### config.mk
export PLATFORM = sky130hd
export DESIGN_NAME = polygon_offset_varint_decoder_unit
export DESIGN_NICKNAME = d
export VERILOG_FILES = /design/src/design/povd_pkg.sv /design/src/design/povd_front.sv /design/src/design/povd_fifo.sv /design/src/design/povd_back.sv /design/src/design/polygon_offset_varint_decoder_unit.sv
export VERILOG_INCLUDE_DIRS = /design/src /design/src/design
export SDC_FILE = /design/constraint.sdc
export NUM_CORES = 2
export LEC_CHECK = 0
export ABC_CLOCK_PERIOD_IN_PS = 12400
export BUFFER_PORTS_ARGS = -buffer_cell sky130_fd_sc_hd__buf_4
export CORE_ASPECT_RATIO = 0.6
export CORE_UTILIZATION = 50
export CTS_CLUSTER_SIZE = 24
export DETAILED_ROUTE_END_ITERATION = 12
export MAX_ROUTING_LAYER = met4
export PLACE_DENSITY = 0.7
export SETUP_SLACK_MARGIN = 0.1
export SYNTH_ARGS = -nofsm -noshare
export SYNTH_HDL_FRONTEND = slang
export SYNTH_HIERARCHICAL = 1
export SYNTH_SLANG_ARGS = --single-unit
### constraint.sdc
create_clock -name clk -period 12.4 [get_ports clk]
set_input_delay 0.62 -clock clk [delete_from_list [all_inputs] [get_ports clk]]
set_output_delay 0.62 -clock clk [all_outputs]
set_load 0.02 [all_outputs]
### src/design/polygon_offset_varint_decoder_unit_assert.svh
// assertion macros shared by the decoder modules
`ifndef POLYGON_OFFSET_VARINT_DECODER_UNIT_ASSERT_SVH
`define POLYGON_OFFSET_VARINT_DECODER_UNIT_ASSERT_SVH

// antecedent implies consequent in the same cycle
`define POVD_ASSERT_IMP(label, ante, cons, msg) \
    label: assert property (@(posedge clk) disable iff (!rst_n) (ante) |-> (cons)) \
        else $error(msg);

// condition never holds
`define POVD_ASSERT_NEVER(label, cond, msg) \
    label: assert property (@(posedge clk) disable iff (!rst_n) !(cond)) \
        else $error(msg);

`endif

### src/design/povd_pkg.sv
// types and constants of the polygon offset varint decoder
package povd_pkg;

    localparam int OUT_COORD_W = 64;
    localparam int OUT_COUNT_W = 32;
    localparam int QDEPTH      = 4;
    localparam int QPTR_W      = $clog2(QDEPTH);
    localparam int QCNT_W      = $clog2(QDEPTH + 1);

    typedef enum logic [2:0] {
        PH_MINX  = 3'd0,
        PH_MINY  = 3'd1,
        PH_NPOLY = 3'd2,
        PH_NPTS  = 3'd3,
        PH_RX    = 3'd4,
        PH_RY    = 3'd5,
        PH_DONE  = 3'd6
    } phase_t;

    typedef enum logic [1:0] {
        KIND_POINT = 2'd0,
        KIND_EMPTY = 2'd1,
        KIND_DONE  = 2'd2,
        KIND_ERROR = 2'd3
    } kind_t;

    typedef enum logic [1:0] {
        ERR_NONE  = 2'd0,
        ERR_TRUNC = 2'd1,
        ERR_LONG  = 2'd2,
        ERR_TRAIL = 2'd3
    } err_t;

    typedef struct packed {
        logic [7:0] payload_byte;
        logic       payload_end;
    } in_t;

    typedef struct packed {
        kind_t                          kind;
        err_t                           error_code;
        logic signed [OUT_COORD_W-1:0]  coord_x;
        logic signed [OUT_COORD_W-1:0]  coord_y;
        logic [OUT_COUNT_W-1:0]         polygon_index;
        logic [OUT_COUNT_W-1:0]         point_index;
        logic                           polygon_last;
        logic                           run_last;
    } out_t;

    // one queue entry: a first result (an item, or the end status alone) and an optional end status behind it
    typedef struct packed {
        out_t  first;
        logic  sec_valid;
        kind_t sec_kind;
        err_t  sec_err;
    } entry_t;

endpackage

### src/design/povd_front.sv
// front end: varint assembly, phase tracking and result classification
`include "polygon_offset_varint_decoder_unit_assert.svh"

module povd_front #(
    parameter int COORD_WIDTH = 64,
    parameter int COUNT_WIDTH = 32
) (
    input  logic            clk,
    input  logic            rst_n,
    input  logic            byte_valid,
    output logic            byte_stall,
    input  povd_pkg::in_t   byte_data,
    output logic            push,
    output povd_pkg::entry_t entry,
    input  logic            full
);
    import povd_pkg::*;

    localparam int CW    = COORD_WIDTH;
    localparam int NW    = COUNT_WIDTH;
    localparam int ACC_W = (CW > NW) ? CW : NW;
    localparam int CNT_W = $clog2(ACC_W / 7 + 1);
    localparam int SH_W  = $clog2(ACC_W) + 2;

    phase_t           phase_reg, phase_next, phase_dec;
    logic [ACC_W-1:0] acc_reg, acc_next;
    logic [CNT_W-1:0] cnt_reg, cnt_next;
    logic [CW-1:0]    base_x_reg, base_x_next;
    logic [CW-1:0]    base_y_reg, base_y_next;
    logic [CW-1:0]    held_x_reg, held_x_next;
    logic [NW-1:0]    poly_left_reg, poly_left_next;
    logic [NW-1:0]    pts_left_reg, pts_left_next;
    logic [NW-1:0]    cur_poly_reg, cur_poly_next;
    logic [NW-1:0]    cur_pt_reg, cur_pt_next;
    logic             discard_reg, discard_next;

    logic             accept;
    logic             is_count;
    logic [SH_W-1:0]  width_w;
    logic [SH_W-1:0]  shift;
    logic [6:0]       bits;
    logic             cont;
    logic [ACC_W+6:0] ext;
    logic [ACC_W+6:0] ext_hi;
    logic             too_long;
    logic [ACC_W-1:0] val;
    logic [CW-1:0]    val_c;
    logic [NW-1:0]    val_n;
    logic [CW-1:0]    zz;
    logic             feed_done;
    logic             feed_more;
    logic [NW-1:0]    poly_dec;
    logic [NW-1:0]    pts_dec;
    logic             failed;
    logic [CW-1:0]    sum_x;
    logic [CW-1:0]    sum_y;
    logic             is_point;
    logic             is_marker;
    logic             has_item;
    logic             need_status;
    out_t             item_res;
    out_t             status_res;

    assign byte_stall = full;
    assign accept     = byte_valid && !full;

    // varint byte feed
    always_comb
    begin
        is_count = phase_reg inside {PH_NPOLY, PH_NPTS};
        width_w  = is_count ? SH_W'(NW) : SH_W'(CW);
        shift    = SH_W'(cnt_reg) * SH_W'(7);
        bits     = byte_data.payload_byte[6:0];
        cont     = byte_data.payload_byte[7];
        ext      = {{ACC_W{1'b0}}, bits} << shift;
        ext_hi   = ext >> width_w;
        too_long = (shift >= width_w) || (|ext_hi)
                   || (cont && ((shift + SH_W'(7)) >= width_w));
        val      = acc_reg | ext[ACC_W-1:0];
        val_c    = val[CW-1:0];
        val_n    = val[NW-1:0];
        zz       = (val_c >> 1) ^ {CW{val_c[0]}};
        feed_done = (phase_reg != PH_DONE) && !too_long && !cont;
        feed_more = (phase_reg != PH_DONE) && !too_long && cont;
        poly_dec  = poly_left_reg - NW'(1);
        pts_dec   = pts_left_reg - NW'(1);
        failed    = !discard_reg && ((phase_reg == PH_DONE) || too_long);
    end

    // phase after decoding this byte
    always_comb
    begin
        phase_dec = phase_reg;
        if (feed_done)
        begin
            case (phase_reg)
                PH_MINX:  phase_dec = PH_MINY;
                PH_MINY:  phase_dec = PH_NPOLY;
                PH_NPOLY: phase_dec = (val_n != '0) ? PH_NPTS : PH_DONE;
                PH_NPTS:
                begin
                    if (val_n == '0)
                        phase_dec = (poly_dec != '0) ? PH_NPTS : PH_DONE;
                    else
                        phase_dec = PH_RX;
                end
                PH_RX:    phase_dec = PH_RY;
                PH_RY:
                begin
                    if (pts_dec == '0)
                        phase_dec = (poly_dec != '0) ? PH_NPTS : PH_DONE;
                    else
                        phase_dec = PH_RX;
                end
                default:  phase_dec = PH_MINX;
            endcase
        end
    end

    always_comb
    begin
        phase_next = phase_reg;
        if (accept)
        begin
            if (byte_data.payload_end)
                phase_next = PH_MINX;
            else if (!discard_reg)
                phase_next = phase_dec;
        end
    end

    // datapath state
    always_comb
    begin
        acc_next       = acc_reg;
        cnt_next       = cnt_reg;
        base_x_next    = base_x_reg;
        base_y_next    = base_y_reg;
        held_x_next    = held_x_reg;
        poly_left_next = poly_left_reg;
        pts_left_next  = pts_left_reg;
        cur_poly_next  = cur_poly_reg;
        cur_pt_next    = cur_pt_reg;
        discard_next   = discard_reg;
        if (accept && !discard_reg)
        begin
            if (feed_more)
            begin
                acc_next = val;
                cnt_next = cnt_reg + CNT_W'(1);
            end
            if (feed_done)
            begin
                acc_next = '0;
                cnt_next = '0;
                case (phase_reg)
                    PH_MINX:  base_x_next = zz;
                    PH_MINY:  base_y_next = zz;
                    PH_NPOLY:
                    begin
                        poly_left_next = val_n;
                        cur_poly_next  = '0;
                    end
                    PH_NPTS:
                    begin
                        if (val_n == '0)
                        begin
                            cur_poly_next  = cur_poly_reg + NW'(1);
                            poly_left_next = poly_dec;
                        end
                        else
                        begin
                            pts_left_next = val_n;
                            cur_pt_next   = '0;
                        end
                    end
                    PH_RX:    held_x_next = val_c;
                    PH_RY:
                    begin
                        pts_left_next = pts_dec;
                        cur_pt_next   = cur_pt_reg + NW'(1);
                        if (pts_dec == '0)
                        begin
                            cur_poly_next  = cur_poly_reg + NW'(1);
                            poly_left_next = poly_dec;
                        end
                    end
                    default: ;
                endcase
            end
            if (failed && !byte_data.payload_end)
                discard_next = 1'b1;
        end
        // the final byte always starts a fresh payload
        if (accept && byte_data.payload_end)
        begin
            acc_next       = '0;
            cnt_next       = '0;
            base_x_next    = '0;
            base_y_next    = '0;
            held_x_next    = '0;
            poly_left_next = '0;
            pts_left_next  = '0;
            cur_poly_next  = '0;
            cur_pt_next    = '0;
            discard_next   = 1'b0;
        end
    end

    // queue entry
    always_comb
    begin
        sum_x       = base_x_reg + held_x_reg;
        sum_y       = base_y_reg + val_c;
        is_point    = feed_done && (phase_reg == PH_RY);
        is_marker   = feed_done && (phase_reg == PH_NPTS) && (val_n == '0);
        has_item    = failed || is_point || is_marker;
        need_status = byte_data.payload_end && !failed;

        item_res = '0;
        if (phase_reg == PH_DONE)
        begin
            item_res.kind       = KIND_ERROR;
            item_res.error_code = ERR_TRAIL;
        end
        else if (too_long)
        begin
            item_res.kind       = KIND_ERROR;
            item_res.error_code = ERR_LONG;
        end
        else if (is_point)
        begin
            item_res.kind          = KIND_POINT;
            item_res.coord_x       = OUT_COORD_W'($signed(sum_x));
            item_res.coord_y       = OUT_COORD_W'($signed(sum_y));
            item_res.polygon_index = OUT_COUNT_W'(cur_poly_reg);
            item_res.point_index   = OUT_COUNT_W'(cur_pt_reg);
            item_res.polygon_last  = (pts_left_reg == NW'(1));
        end
        else
        begin
            item_res.kind          = KIND_EMPTY;
            item_res.polygon_index = OUT_COUNT_W'(cur_poly_reg);
        end

        status_res = '0;
        if (phase_dec == PH_DONE)
            status_res.kind = KIND_DONE;
        else
        begin
            status_res.kind       = KIND_ERROR;
            status_res.error_code = ERR_TRUNC;
        end

        push            = accept && !discard_reg && (has_item || byte_data.payload_end);
        entry.first     = has_item ? item_res : status_res;
        entry.sec_valid = has_item && need_status;
        entry.sec_kind  = status_res.kind;
        entry.sec_err   = status_res.error_code;
    end

    always_ff @(posedge clk or negedge rst_n)
    begin
        if (!rst_n)
        begin
            phase_reg     <= PH_MINX;
            acc_reg       <= '0;
            cnt_reg       <= '0;
            base_x_reg    <= '0;
            base_y_reg    <= '0;
            held_x_reg    <= '0;
            poly_left_reg <= '0;
            pts_left_reg  <= '0;
            cur_poly_reg  <= '0;
            cur_pt_reg    <= '0;
            discard_reg   <= 1'b0;
        end
        else
        begin
            phase_reg     <= phase_next;
            acc_reg       <= acc_next;
            cnt_reg       <= cnt_next;
            base_x_reg    <= base_x_next;
            base_y_reg    <= base_y_next;
            held_x_reg    <= held_x_next;
            poly_left_reg <= poly_left_next;
            pts_left_reg  <= pts_left_next;
            cur_poly_reg  <= cur_poly_next;
            cur_pt_reg    <= cur_pt_next;
            discard_reg   <= discard_next;
        end
    end

    `POVD_ASSERT_IMP(a_discard_silent, discard_reg, !push, "result pushed while dropping bytes")

endmodule

### src/design/povd_fifo.sv
// short queue of result entries between front and back end
`include "polygon_offset_varint_decoder_unit_assert.svh"

module povd_fifo (
    input  logic             clk,
    input  logic             rst_n,
    input  logic             push,
    input  povd_pkg::entry_t wr_entry,
    input  logic             pop,
    output povd_pkg::entry_t head,
    output logic             empty,
    output logic             full
);
    import povd_pkg::*;

    entry_t            mem_reg [QDEPTH];
    logic [QPTR_W-1:0] wr_ptr_reg, wr_ptr_next;
    logic [QPTR_W-1:0] rd_ptr_reg, rd_ptr_next;
    logic [QCNT_W-1:0] count_reg, count_next;

    assign empty = (count_reg == '0);
    assign full  = (count_reg == QCNT_W'(QDEPTH));
    assign head  = mem_reg[rd_ptr_reg];

    always_comb
    begin
        wr_ptr_next = push ? wr_ptr_reg + QPTR_W'(1) : wr_ptr_reg;
        rd_ptr_next = pop ? rd_ptr_reg + QPTR_W'(1) : rd_ptr_reg;
        count_next  = count_reg;
        if (push && !pop)
            count_next = count_reg + QCNT_W'(1);
        else if (pop && !push)
            count_next = count_reg - QCNT_W'(1);
    end

    always_ff @(posedge clk)
    begin
        if (push)
            mem_reg[wr_ptr_reg] <= wr_entry;
    end

    always_ff @(posedge clk or negedge rst_n)
    begin
        if (!rst_n)
        begin
            wr_ptr_reg <= '0;
            rd_ptr_reg <= '0;
            count_reg  <= '0;
        end
        else
        begin
            wr_ptr_reg <= wr_ptr_next;
            rd_ptr_reg <= rd_ptr_next;
            count_reg  <= count_next;
        end
    end

    `POVD_ASSERT_IMP(a_push_room, push, !full, "push into a full queue")
    `POVD_ASSERT_IMP(a_pop_data, pop, !empty, "pop from an empty queue")

endmodule

### src/design/povd_back.sv
// back end: splits queue entries into single results behind an output register
`include "polygon_offset_varint_decoder_unit_assert.svh"

module povd_back (
    input  logic             clk,
    input  logic             rst_n,
    input  povd_pkg::entry_t head,
    input  logic             head_valid,
    output logic             pop,
    output logic             result_valid,
    input  logic             result_stall,
    output povd_pkg::out_t   result_data
);
    import povd_pkg::*;

    logic valid_reg, valid_next;
    logic sec_pend_reg, sec_pend_next;
    out_t data_reg, data_next;
    logic load;
    out_t status_res;

    assign result_valid = valid_reg;
    assign result_data  = data_reg;

    always_comb
    begin
        load = !valid_reg || !result_stall;
        pop  = load && head_valid && (sec_pend_reg || !head.sec_valid);

        status_res            = '0;
        status_res.kind       = head.sec_kind;
        status_res.error_code = head.sec_err;
        status_res.run_last   = 1'b1;

        valid_next    = valid_reg;
        sec_pend_next = sec_pend_reg;
        data_next     = data_reg;
        if (load)
        begin
            valid_next    = head_valid;
            sec_pend_next = head_valid && !sec_pend_reg && head.sec_valid;
            if (sec_pend_reg)
                data_next = status_res;
            else
            begin
                data_next          = head.first;
                data_next.run_last = !head.sec_valid;
            end
        end
    end

    always_ff @(posedge clk)
    begin
        data_reg <= data_next;
    end

    always_ff @(posedge clk or negedge rst_n)
    begin
        if (!rst_n)
        begin
            valid_reg    <= 1'b0;
            sec_pend_reg <= 1'b0;
        end
        else
        begin
            valid_reg    <= valid_next;
            sec_pend_reg <= sec_pend_next;
        end
    end

    `POVD_ASSERT_IMP(a_pend_has_head, sec_pend_reg, head_valid, "second half pending without entry")
    `POVD_ASSERT_IMP(a_split_pending, valid_reg && !data_reg.run_last, sec_pend_reg, "non-final result without pending status")

endmodule

### src/design/polygon_offset_varint_decoder_unit.sv
// top level of the polygon offset varint decoder
//
// byte channel: one payload byte per transfer, payload_end set on the last byte
// of a payload. result channel: one decoded result per transfer (point, empty
// polygon marker, done status or error); run_last marks the last result of a
// byte. both channels move a transfer when valid is high and stall is low.
//
// a byte is taken every cycle while the four-entry result queue has room; the
// varint assembly and phase update of one byte are combinational, so the
// sustained rate is one byte per cycle. a byte with two results (an item and
// the end status) sends them from the output register one after the other;
// its first result passes through the queue and then the output register.
//
// reset clears the decoder to the start of a payload and empties the queue.
// when the receiver stalls, the output register holds its result, the queue
// fills and byte_stall rises once it is full.
module polygon_offset_varint_decoder_unit #(
    parameter int COORD_WIDTH = 64,
    parameter int COUNT_WIDTH = 32
) (
    input  logic           clk,
    input  logic           rst_n,
    input  logic           byte_valid,
    output logic           byte_stall,
    input  povd_pkg::in_t  byte_data,
    output logic           result_valid,
    input  logic           result_stall,
    output povd_pkg::out_t result_data
);
    import povd_pkg::*;

    logic   push;
    logic   pop;
    logic   empty;
    logic   full;
    entry_t wr_entry;
    entry_t head;

    povd_front #(
        .COORD_WIDTH (COORD_WIDTH),
        .COUNT_WIDTH (COUNT_WIDTH)
    ) u_front (
        .clk        (clk),
        .rst_n      (rst_n),
        .byte_valid (byte_valid),
        .byte_stall (byte_stall),
        .byte_data  (byte_data),
        .push       (push),
        .entry      (wr_entry),
        .full       (full)
    );

    povd_fifo u_fifo (
        .clk      (clk),
        .rst_n    (rst_n),
        .push     (push),
        .wr_entry (wr_entry),
        .pop      (pop),
        .head     (head),
        .empty    (empty),
        .full     (full)
    );

    povd_back u_back (
        .clk          (clk),
        .rst_n        (rst_n),
        .head         (head),
        .head_valid   (!empty),
        .pop          (pop),
        .result_valid (result_valid),
        .result_stall (result_stall),
        .result_data  (result_data)
    );

endmodule

==> flow_summary.ini <==
[floorplan]
dieWidth_um = 470
io_pins = 213
die_y_um = 283
initial_core_util = 0.507
row_count = 102
coreArea_sq_um = 130000
die-area_sq_um = 133000

[worst_setup_path]
path_cells = fa_1, ha_1, a21oi_1, o21bai_1, xnor2_1, ha_1, nand4bb_1, o21ai_0, a211oi_1, nand2_1, nor3_4, buf_4, nand2_1, nor2_2, or2_2, nor2_1, nor3_1, and2_4, buf_4
crit_fanout = 59
end_kind = flip-flop
cp_slowest_cell = nor2_2
arrival_ps = 8240
cp.required_ps = 12780
start_kind = flip-flop
critPathMaxStageDelay_ps = 970
worst_path_dominant_cell_family = simple AND/OR/NAND/NOR gates
path_buf_inv = 2
criticalPathCategory = reg2reg

[routing]
drtAntennaViolNets = 0
drt_iter0_markers = 5840
via_count = 42800
routed_wl_um = 169000
drc = 0
vias_per_cell = 6.13
drtPass1Iterations = 7
wl_per_cell_um = 24.3

[global_route]
grt_pass1_wl_um = 256000
grt_antenna_before_repair = 5
grt.overflow.total = 0
grtUsageTotal = 0.261
grt_start_max_net_pins = 163
grt_pass1_vias = 39800

[synthesis]
synth.yosys.warnings = 6
synth_area_sq_um = 65700
syn_inst = 4999
syn_nets = 5170
syn_area_per_cell_sq_um = 13.2

[timing]
rsz0062_at_grt = false
period_needed_ps = 7860
slew_violations = 0
hold_viol = 0
fin_setup_tns_ps = 0
slew_headroom = 0.146
skew_ps = 26.9
worstMarginPinSlew_ps = 1270
whs_ps = 139
max_freq_mhz = 127
setup_viol = 0
post-route-period-util = 0.634

[layout]
syn_to_final_growth_pct = 11.5
nets = 5324
drive_gt1_frac = 0.177
largest_register_ffs = 808

[pwr]
power.static_leakage_uw = 0.0286
peakVddDrop_v = 0.000189
cellPowerDensity_nw_per_um2 = 240

[clock_tree]
cts-root-buf = clkbuf_16
cts_buffers = 134
clk_latency_ps = 780
clk_path_buf_depth = 3
path_clk_slew_ps = 60
clock_sinks = 1407
cts_tree = yes
cts-htree-levels = 4

[place]
gp_congestion = 0.980
post-dp-hpwl_um = 114000
placement.io_buffers = 212

[outcome]
status = complete, no violations

[worst_hold_path]
min_path_type = in2reg

[flow_run]
drv_cap = 0
report_power, final:
group	internal, uW	total, uW	switching (uW)
logic	2590	6600	4010
registers	6190	6790	606
clock network	2370	4170	1800
total	11200	17600	6410
final cells by class:
| type | count | area [sq um] |
|---|---|---|
| clock inverter | 66 | 713 |
| inverter | 137 | 514 |
| sequential | 1407 | 40300 |
| tap | 1716 | 2150 |
| clock buffer | 178 | 3710 |
| antenna | 3 | 7.51 |
| multi-input combinational | 3178 | 23700 |
| timing repair buffer | 295 | 2300 |
| fill | 10300 | 56300 |
cells in the final DEF, fill, tap and decap left out, drive strengths merged, types with 12 or more instances in the layout:
master	count
edfxtp	1006
nor2	436
dfrtp	401
o21ai	317
a21oi	304
nand2	295
buf	294
nor2b	220
mux4	202
clkbuf	178
ha	151
inv	144
xnor2	139
mux2	132
o31ai	118
nor3	91
a21o	81
and3	76
and2	74
a31oi	62
nand4	58
xor2	57
nand3	53
clkinv	38
nor4	30
o21bai	28
nand2b	23
o21a	23
or3	15
a211oi	13
bufinv	12
o22ai	12
and4	12
path summary, 6_finish.rpt:
| check | endpoint | from | slack, ps | cells after the start |
|---|---|---|---|---|
| max in group asynchronous | u_front/held_x_reg[32] | rst_n | 9830 | 4 |
| worst max-delay path | u_fifo/mem_reg[1][165] | u_front/cnt_reg[1] | 4540 | 19 |
| worst min-delay path | u_back/sec_pend_reg | result_stall | 140 | 3 |
| worst min register to register | u_front/acc_reg[32] | u_front/acc_reg[32] | 480 | 2 |
| min in group asynchronous | u_back/result_valid | rst_n | 420 | 2 |
| worst max register to register | u_fifo/mem_reg[1][165] | u_front/cnt_reg[1] | 4540 | 19 |
stage by stage:
step / setup slack, ps / util / total power, uW / instance area, sq um / std cells
floorplan: 3050 / - / 11300 / 65700 / 4999
global route: 3970 / 0.566 / 18400 / 73300 / 6978
finish: 4540 / 0.566 / 17600 / 73300 / 6980
global placement: 4780 / 0.531 / 13300 / 68900 / 6732
detailed placement: 4520 / 0.531 / 13400 / 68900 / 6732
CTS: 4540 / 0.565 / 17600 / 73300 / 6977
what timing repair did:
action | in CTS | in global routing
resized for setup | 0 | 0
hold buffers | 1 | 0
hold endpoints to repair | 69 | 0
setup endpoints to repair | 0 | 0
setup buffers | 0 | 0
layer usage:
metal	up-vias	routed length, um	share of wire	GRT usage
li1	19000	-	-	-
met1	21500	81900	0.48	0.421
met2	2028	66200	0.39	0.324
met3	226	18500	0.11	0.0664
met4	0	2600	0.015	0.0518
met5	-	0	0	-
tightest hold or removal path: stages:
cell	delay [ps]
buf_4	100
nand3_1	80
o21ai_2	50
(Power assumes the default switching activity.)
